## src/rtl/ctrc_pkg.sv

```systemverilog
`timescale 1ns / 1ps

package ctrc_pkg;

    localparam int unsigned DEF_MAX_TARGETS = 64;

    localparam logic [15:0] ROM_LOW_RST  = 16'hC000;
    localparam logic [15:0] ROM_HIGH_RST = 16'hFFFF;
    localparam logic [15:0] SIO_VEC_RST  = 16'hE459;

    localparam logic [7:0] OP_LDA_ZP = 8'hA5;
    localparam logic [7:0] OP_LDX_ZP = 8'hA6;
    localparam logic [7:0] OP_LDY_ZP = 8'hA4;
    localparam logic [7:0] OP_JSR    = 8'h20;
    localparam logic [7:0] OP_JMP    = 8'h4C;
    localparam logic [7:0] OP_RTI    = 8'h40;

    localparam logic [7:0] NMI_WINDOW = 8'd8;

    localparam int EN_NMI  = 0;
    localparam int EN_KERN = 1;
    localparam int EN_IRQR = 2;
    localparam int EN_ZERO = 3;
    localparam int EN_SIO  = 4;
    localparam int EN_WRAP = 5;
    localparam int EN_DMA  = 6;

    localparam int FK_ZERO = 0;
    localparam int FK_KERN = 1;
    localparam int FK_SIO  = 2;
    localparam int FK_REGS = 3;
    localparam int FK_NMI  = 4;
    localparam int FK_WRAP = 5;
    localparam int FK_DMA  = 6;

    typedef enum logic [2:0] {
        CMD_INSN,
        CMD_IRQ,
        CMD_NMI,
        CMD_RESET,
        CMD_ADD,
        CMD_REMOVE,
        CMD_CLEAR,
        CMD_DMA
    } cmd_t;

    typedef enum logic [1:0] {
        CFG_ENABLES,
        CFG_ROM_LOW,
        CFG_ROM_HIGH,
        CFG_SIO_VEC
    } cfg_idx_t;

    typedef enum logic [1:0] {
        ST_IDLE,
        ST_EVAL,
        ST_WAIT,
        ST_EMIT
    } top_state_t;

    typedef enum logic {
        TS_IDLE,
        TS_SCAN
    } ts_state_t;

    typedef enum logic [1:0] {
        TS_LOOKUP,
        TS_ADD,
        TS_REMOVE,
        TS_CLEAR
    } ts_op_t;

    typedef struct packed {
        logic        start;
        ts_op_t      op;
        logic [15:0] addr;
    } ts_req_t;

    typedef struct packed {
        logic done;
        logic found;
        logic full;
    } ts_rsp_t;

    function automatic logic op_abs_x(input logic [7:0] op);
        logic r;
        unique case (op)
            8'h1D, 8'h1E, 8'h3D, 8'h3E, 8'h5D, 8'h5E, 8'h7D, 8'h7E,
            8'h9D, 8'hBC, 8'hBD, 8'hDD, 8'hDE, 8'hFD, 8'hFE: r = 1'b1;
            default: r = 1'b0;
        endcase
        return r;
    endfunction

    function automatic logic op_y_indexed(input logic [7:0] op);
        logic r;
        unique case (op)
            8'h19, 8'h39, 8'h59, 8'h79, 8'h99, 8'hB9, 8'hBE, 8'hD9, 8'hF9,
            8'h11, 8'h31, 8'h51, 8'h71, 8'h91, 8'hB1, 8'hD1, 8'hF1: r = 1'b1;
            default: r = 1'b0;
        endcase
        return r;
    endfunction

endpackage

```

## src/rtl/ctrc_target_set.sv

```systemverilog
`timescale 1ns / 1ps

module ctrc_target_set
    import ctrc_pkg::*;
#(
    parameter int unsigned MAX_TARGETS = DEF_MAX_TARGETS
) (
    input  logic    aclk,
    input  logic    aresetn,
    input  ts_req_t req,
    output ts_rsp_t rsp
);

    localparam int IDX_W = $clog2(MAX_TARGETS);
    localparam int CNT_W = $clog2(MAX_TARGETS + 1);
    localparam logic [IDX_W-1:0] LAST_IDX = IDX_W'(MAX_TARGETS - 1);
    localparam logic [CNT_W-1:0] CNT_END  = CNT_W'(MAX_TARGETS);

    logic [15:0] addr_mem [MAX_TARGETS];

    ts_state_t            state_reg, state_next;
    ts_op_t               op_reg, op_next;
    logic [15:0]          key_reg, key_next;
    logic [CNT_W-1:0]     issue_cnt_reg, issue_cnt_next;
    logic                 chk_vld_reg, chk_vld_next;
    logic [IDX_W-1:0]     chk_idx_reg, chk_idx_next;
    logic [15:0]          rd_data_reg;
    logic                 free_found_reg, free_found_next;
    logic [IDX_W-1:0]     free_idx_reg, free_idx_next;
    logic [MAX_TARGETS-1:0] vld_reg, vld_next;
    logic                 done_reg, done_next;
    logic                 found_reg, found_next;
    logic                 full_reg, full_next;

    logic                 issue;
    logic                 entry_vld;
    logic                 hit;
    logic                 free_here;
    logic                 free_any;
    logic [IDX_W-1:0]     free_idx;
    logic                 finish;
    logic                 mem_we;

    assign issue     = (state_reg == TS_SCAN) && (issue_cnt_reg != CNT_END);
    assign entry_vld = vld_reg[chk_idx_reg];
    assign hit       = chk_vld_reg && entry_vld && (rd_data_reg == key_reg);
    assign free_here = chk_vld_reg && !entry_vld;
    assign free_any  = free_found_reg || free_here;
    assign free_idx  = free_found_reg ? free_idx_reg : chk_idx_reg;
    assign finish    = (state_reg == TS_SCAN)
                       && (hit || (chk_vld_reg && (chk_idx_reg == LAST_IDX)));
    assign mem_we    = finish && (op_reg == TS_ADD) && !hit && free_any;

    always_comb begin
        state_next      = state_reg;
        op_next         = op_reg;
        key_next        = key_reg;
        issue_cnt_next  = issue_cnt_reg;
        chk_vld_next    = 1'b0;
        chk_idx_next    = chk_idx_reg;
        free_found_next = free_found_reg;
        free_idx_next   = free_idx_reg;
        vld_next        = vld_reg;
        done_next       = 1'b0;
        found_next      = found_reg;
        full_next       = full_reg;
        unique case (state_reg)
            TS_IDLE: begin
                if (req.start) begin
                    if (req.op == TS_CLEAR) begin
                        vld_next   = '0;
                        done_next  = 1'b1;
                        found_next = 1'b0;
                        full_next  = 1'b0;
                    end else begin
                        state_next      = TS_SCAN;
                        op_next         = req.op;
                        key_next        = req.addr;
                        issue_cnt_next  = '0;
                        free_found_next = 1'b0;
                    end
                end
            end
            TS_SCAN: begin
                if (issue) begin
                    chk_vld_next   = 1'b1;
                    chk_idx_next   = issue_cnt_reg[IDX_W-1:0];
                    issue_cnt_next = issue_cnt_reg + 1'b1;
                end
                if (free_here && !free_found_reg) begin
                    free_found_next = 1'b1;
                    free_idx_next   = chk_idx_reg;
                end
                if (finish) begin
                    state_next   = TS_IDLE;
                    chk_vld_next = 1'b0;
                    done_next    = 1'b1;
                    found_next   = hit;
                    full_next    = (op_reg == TS_ADD) && !hit && !free_any;
                    if (mem_we) begin
                        vld_next[free_idx] = 1'b1;
                    end
                    if ((op_reg == TS_REMOVE) && hit) begin
                        vld_next[chk_idx_reg] = 1'b0;
                    end
                end
            end
            default: state_next = TS_IDLE;
        endcase
    end

    always_ff @(posedge aclk) begin
        if (!aresetn) begin
            state_reg   <= TS_IDLE;
            chk_vld_reg <= 1'b0;
            vld_reg     <= '0;
            done_reg    <= 1'b0;
        end else begin
            state_reg   <= state_next;
            chk_vld_reg <= chk_vld_next;
            vld_reg     <= vld_next;
            done_reg    <= done_next;
        end
    end

    always_ff @(posedge aclk) begin
        op_reg         <= op_next;
        key_reg        <= key_next;
        issue_cnt_reg  <= issue_cnt_next;
        chk_idx_reg    <= chk_idx_next;
        free_found_reg <= free_found_next;
        free_idx_reg   <= free_idx_next;
        found_reg      <= found_next;
        full_reg       <= full_next;
    end

    always_ff @(posedge aclk) begin
        if (issue) begin
            rd_data_reg <= addr_mem[issue_cnt_reg[IDX_W-1:0]];
        end
        if (mem_we) begin
            addr_mem[free_idx] <= key_reg;
        end
    end

    assign rsp.done  = done_reg;
    assign rsp.found = found_reg;
    assign rsp.full  = full_reg;

endmodule

```

## config.mk

```make
export PLATFORM = sky130hd
export DESIGN_NAME = ctrc_target_set
export DESIGN_NICKNAME = d
export VERILOG_FILES = /design/src/rtl/ctrc_pkg.sv /design/src/rtl/ctrc_target_set.sv
export SDC_FILE = /design/constraint.sdc
export NUM_CORES = 1
export LEC_CHECK = 0
export BUFFER_PORTS_ARGS = -buffer_cell sky130_fd_sc_hd__buf_2
export CORE_MARGIN = 10
export CORE_UTILIZATION = 50
export CTS_BUF_LIST = sky130_fd_sc_hd__clkbuf_8 sky130_fd_sc_hd__clkbuf_16
export DETAILED_ROUTE_END_ITERATION = 12
export PLACE_DENSITY = 0.64
export SYNTH_ARGS = -nofsm -noshare
export SYNTH_HDL_FRONTEND = slang
export SYNTH_SLANG_ARGS = --single-unit
```

## constraint.sdc

```tcl
create_clock -name aclk -period 3.35 [get_ports aclk]
set_input_delay 0.335 -clock aclk [delete_from_list [all_inputs] [get_ports aclk]]
set_output_delay 0.335 -clock aclk [all_outputs]
set_load 0.02 [all_outputs]
```

-- Word level (Yosys, flattened, before mapping)
Memory sizes are Yosys's and may differ from the RTL's. A register that Yosys moved wholly into a read port is not among the register bits.
Cells that the tools add are included.
- bits in registers: 107
- bits in writable memories: 1024
- word-level logic and storage cells: 104
- memories: 1
- memories (memory ; words ; width ; rd ports ; clocked after memory_dff ; write ports ; RTL line ; text):
    addr_mem ; 64 ; 16 ; 1 ; 1 ; 1 ; ctrc_target_set.sv:19 ; logic [15:0] addr_mem [MAX_TARGETS];
- add/sub/neg operators: 1
- magnitude comparators: 4
- equality and inequality tests: 12
- mux-type cells: 40
- bitwise gates (word level): 6
- reduce and logical (&&, ||, !) cells: 28
- operators by type and width (kind ; count):
    $mux W64 ; 7
    $pmux W64 S2 ; 1
    $and A64 B64 Y64 ; 1
    $not A64 Y64 ; 1
    $or A64 B64 Y64 ; 1
    $mux W7 ; 3
    $mux W1 ; 19
    $eq A16 B16 Y1 ; 1
    $logic_and A1 B1 Y1 ; 15
    $lt A6 B7 Y1 const B ; 2
    $pmux W7 S2 ; 1
    $demux W1 S6 ; 2
    $ge A6 B1 Y1 const B ; 2
    $reduce_and A3 Y1 ; 4
    $pmux W1 S2 ; 5
    $add A7 B1 Y7 const B ; 1
    $ne A7 B7 Y1 const B ; 1
    $bmux W1 S6 ; 1
    $eq A6 B6 Y1 const B ; 1
    $mux W6 ; 1
    $ne A2 B1 Y1 const B ; 3
    $ne A2 B2 Y1 const B ; 3
    $eq A2 B2 Y1 const B ; 2
    $logic_not A1 Y1 ; 4
    5 further kinds ; 9

-- Logic depth before layout (Yosys ltp)
- depth after elaboration: 16
- depth in mapped cells: 11

-- Worst setup path before layout
Ideal clock, no wire load.
- path kind: register -> register
- from: register chk_idx_reg[0]
- to: memory addr_mem[27][0], enable pin
- arrival time: 3.238 ns
- required time: 2.941 ns
- setup slack: -0.297 ns
- cell stages (with the launch flop): 10
- buffers on the path: 2
- cell sequence: edfxtp_1 -> buf_4 -> mux4_2 -> mux2_2 -> nand3_1 -> nand4_4 -> o22ai_1 -> buf_4 -> nand2_1 -> nor3_1
- longest elaborated chain between the ends: 11
- elaborated cells between the ends (all ways): 18
- those cells by class: eq/ne: 1; mux: 5; reduce/logical: 12
- ends and longest elaborated chain (what ; RTL line ; text):
    start: declaration ; ctrc_target_set.sv:26 ; logic [IDX_W-1:0] chk_idx_reg, chk_idx_next;
    start signal: assignment ; ctrc_target_set.sv:130 ; chk_idx_reg <= chk_idx_next;
    $bmux W1 S6 ; ctrc_target_set.sv:45 ; assign entry_vld = vld_reg[chk_idx_reg];
    $mux W1 (not written as such) ; ctrc_target_set.sv:45 ;
    $logic_and A1 B1 Y1 (2 in a row) ; ctrc_target_set.sv:46 ; assign hit = chk_vld_reg && entry_vld && (rd_data_reg == key_reg);
    $logic_or A1 B1 Y1 ; ctrc_target_set.sv:51 ; && (hit || (chk_vld_reg && (chk_idx_reg == LAST_IDX)));
    $logic_and A1 B1 Y1 ; ctrc_target_set.sv:51 ;
    $logic_and A1 B1 Y1 (3 in a row) ; ctrc_target_set.sv:52 ; assign mem_we = finish && (op_reg == TS_ADD) && !hit && free_any;
    $mux W1 ; ctrc_target_set.sv:141 ; if (mem_we) begin
    $mux W1 (not written as such) ; ctrc_target_set.sv:142 ; addr_mem[free_idx] <= key_reg;
    end: declaration ; ctrc_target_set.sv:19 ;
Parallel ways exist; a longest one is shown, timed or not. The select of a mux whose other input is x is not followed.

-- Worst setup path in the final report
- from: register chk_idx_reg[4]
- to: memory addr_mem[16][3], enable pin
The elaborated chain is that of the path after synthesis.

==> flow_summary_export.csv <==
group,metric,value,unit
global_routing,grt_pass1_wl,160.0,mm
setup_path,crit_arrival,3.58,ns
synthesis,netlist_instances,2081,
pwr,internal-power,23.62,mW
layout,multi_input_area,10660,um2
layout,largest_reg_flops,1024,
drt,num_vias,22250,
floorplanning,die_area,102100,um2
layout,syn_to_final_growth,15.09,%
pwr,p_sw_share,22.40,%
timing,drv_slew,0,
flow_run,drv_cap,0,
pwr,p_clk_share,39.0,%
setup_path,critical_path.max_stage_delay,0.52,ns
drt,routed_wl,108.2,mm
timing,hold_viol,0,
layout,n_fill_cell,6331,
clock_tree,clk_latency,0.68,ns
timing,fin_crit,3.211,ns
setup_path,cp_data_required_time,3.72,ns
floorplanning,coreArea,88650,um2
global_routing,grt.overflow.total,0,
setup_path,crit_path_end_kind,"flip-flop",
pwr,p_seq_share,52.0,%
drt,via_per_inst,6.336,
synthesis,synth_ff_type,"edfxtp_1",
setup_path,regToRegSetupSlack,0.14,ns
clock_tree,cts_sinks,1147,
place,port_buffers,23,
layout,design_area,51620,um2
timing,min_period_over_period,95.84,%
global_routing,grt_antenna_before_repair,2,
setup_path,crit_chain,"inv_1, nor2_1, nand3_1, nor2_1, nand2_1, nor3_2, buf_12",
synthesis,synth_top_area_cell,"edfxtp_1",
setup_path,critPathMaxFanout,16,
drt,drc,0,
worst_hold_path,whs_path_depth,2,
pwr,ir_drop,0.0004947,V
drt,drtAntennaViolNets,0,
clock_tree,cts_buffers,111,
place,dpl_cell_area,47960,um2
timing,fin_ws,0.1394,ns
drt,firstDrtPassIters,5,
timing,max_freq,311.5,MHz
outcome,status,"completed",
synthesis,yosysMostFrequentCell,"edfxtp_1",
place,dp_cells,3290,
timing,setup-violations-final,0,
setup_path,slowest_stage,"nor2_1",
timing,skew,0.02944,ns
layout,postLayoutCoreUtil,58.24,%
place,place.gp.congestion,0.8972,
place,dp_slack,-0.02455,ns
layout,final_layout_size_suffix_gt1_share,30.51,%
synthesis,synth-edff-count,1080,
place,hpwl,66.46,mm
setup_path,crit_top_cell,"nor2_1",
layout,layout.nets,2282,
synthesis,synth_common_cells,"edfxtp_1 (1080), mux4_2 (339), nor2_1 (86), clkbuf_1 (75)",
synthesis,synth_top_area_share,72.30,%
floorplanning,die_x,319.5,um
clock_tree,tritoncts,"built",
pwr,netSwitchingPower,6.818,mW
clock_tree,path_clk_slew,0.06,ns
timing,rsz0062_at_grt,"false",
clock_tree,cts_buffer_depth,3,
timing,tightest_slew,0.9100,ns
global_routing,grt_pass1_vias,22800,
synthesis,ys_warn_count,0,
synthesis,ys_types,53,
floorplanning,rows,109,
synthesis,synth_area,44860,um2
floorplanning,ioPinCount,24,
drt,avgRoutedWirePerCell,30.81,um
timing,relSlewSlack,39.11,%
worst_hold_path,hold_path_class,"input pin to flip-flop",
synthesis,synth-seq-area-share,75.29,%
layout,diodes,0,
floorplanning,initial_core_util,50.60,%
synthesis,syn_avg_cell_area,21.55,um2
global_routing,grtUsageTotal,21.21,%
setup_path,r2r_cells,7,
global_routing,grt_max_degree,73,
pwr,leakage,16.06,nW
pwr,powerDensity,589.6,nW/um2
synthesis,synthesis.nets,2104,
clock_tree,htreeDepth,3,
layout,final_cell_count_no_fill,3512,
drt,drt_iter0_drc,2932,
clock_tree,cts-root-buf,"clkbuf_16",
synthesis,synthArstFlopShare,0,%
synthesis,synth-seq-cells,1147,
synthesis,synth_top_cells_by_area,"edfxtp_1 (72%), mux4_2 (17%), dfxtp_1 (3.0%), a31oi_1 (0.93%), nor2_1 (0.72%)",
setup_path,setup.worst_path.start_class,"flip-flop",
pwr,combPwrFrac,8.9,%
floorplanning,die_y,319.5,um
layout,area.sequential,33770,um2
setup_path,worstSetupPathType,"flip-flop to flip-flop",
pwr,finalPower,30.44,mW
area by class of cell:
cell class / instances / area share, %
multi-input cells: 802 / 20.65
well taps: 1165 / 2.824
flip-flops and latches: 1147 / 65.42
clock inverters: 88 / 1.209
repair buffers: 189 / 4.380
clock buffers: 113 / 5.456
inverters: 8 / 0.05817
critical path, delay by kind of cell (launching register included):
kind	cells	cell delay [ns]
simple gates	5	1.93
flops	1	0.51
buf+inv	2	0.42
stage by stage:
step                      TNS (ns)  hold WS, ns
after CTS                        0      0.05716
after detailed placement   -0.4945       0.4472
after global placement           0       0.4420
final                            0       0.1186
after global routing             0      0.09031
after floorplan            -102.99       0.4206
power by group through the flow:
stage          clock (mW)  sequential, mW  combinational (mW)
2_1_floorplan           0            16.2                1.62
3_3_place_gp            0            16.1                2.69
3_5_place_dp            0            16.1                2.72
4_1_cts              12.1            15.8                2.75
5_1_grt              12.7            15.8                2.86
6_report             11.9            15.8                2.72
kinds of logic after synthesis:
kind of cell / synth area share (%)
flops: 75.29
compound gates: 2.572
mux: 17.67
buf+inv: 1.280
fa+ha+maj: 0.05578
simple gates: 2.717
xor+xnor: 0.4100
layer usage:
layer / wire length [um] / GRT usage [%] / up-vias
li1: - / - / 9222
met1: 44450 / 29.70 / 11890
met2: 53240 / 34.38 / 958
met3: 7823 / 3.934 / 177
met4: 2691 / 5.422 / 2
met5: 13 / 0 / -
placed cells by master (no fill, tap or decap), types with 23 or more instances in the layout:
| master | Yosys | routed |
|---|---|---|
| edfxtp_1 | 1080 | 1080 |
| mux4_2 | 339 | 339 |
| clkbuf_16 | 0 | 112 |
| nor2_1 | 86 | 83 |
| buf_4 | 9 | 79 |
| buf_12 | 0 | 68 |
| dfxtp_1 | 67 | 67 |
| a31oi_1 | 67 | 66 |
| nand2_1 | 39 | 38 |
| a32oi_1 | 35 | 35 |
| inv_1 | 8 | 31 |
| mux2i_1 | 27 | 27 |
| clkinv_1 | 0 | 25 |
| nor3_2 | 0 | 24 |
| buf_2 | 30 | 23 |
what timing repair did:
action / CTS / global route
pin swaps: 0 / 1
gates resized for setup: 1 / 5
endpoints found under the setup margin: 113 / 992
buffers inserted: 0 / 3
endpoints found under the hold margin: 18 / 0
hold buffers: 18 / 0
cloned: 0 / 0
path summary, 6_finish.rpt:
kind / from / to
setup reg to reg: chk_idx_reg[4] / addr_mem[16][3]
hold reg to reg: vld_reg[30] / vld_reg[30]
setup / recovery: chk_idx_reg[4] / addr_mem[16][3]
hold / removal: aresetn / done_reg
Power figures use the tool's default switching activity.
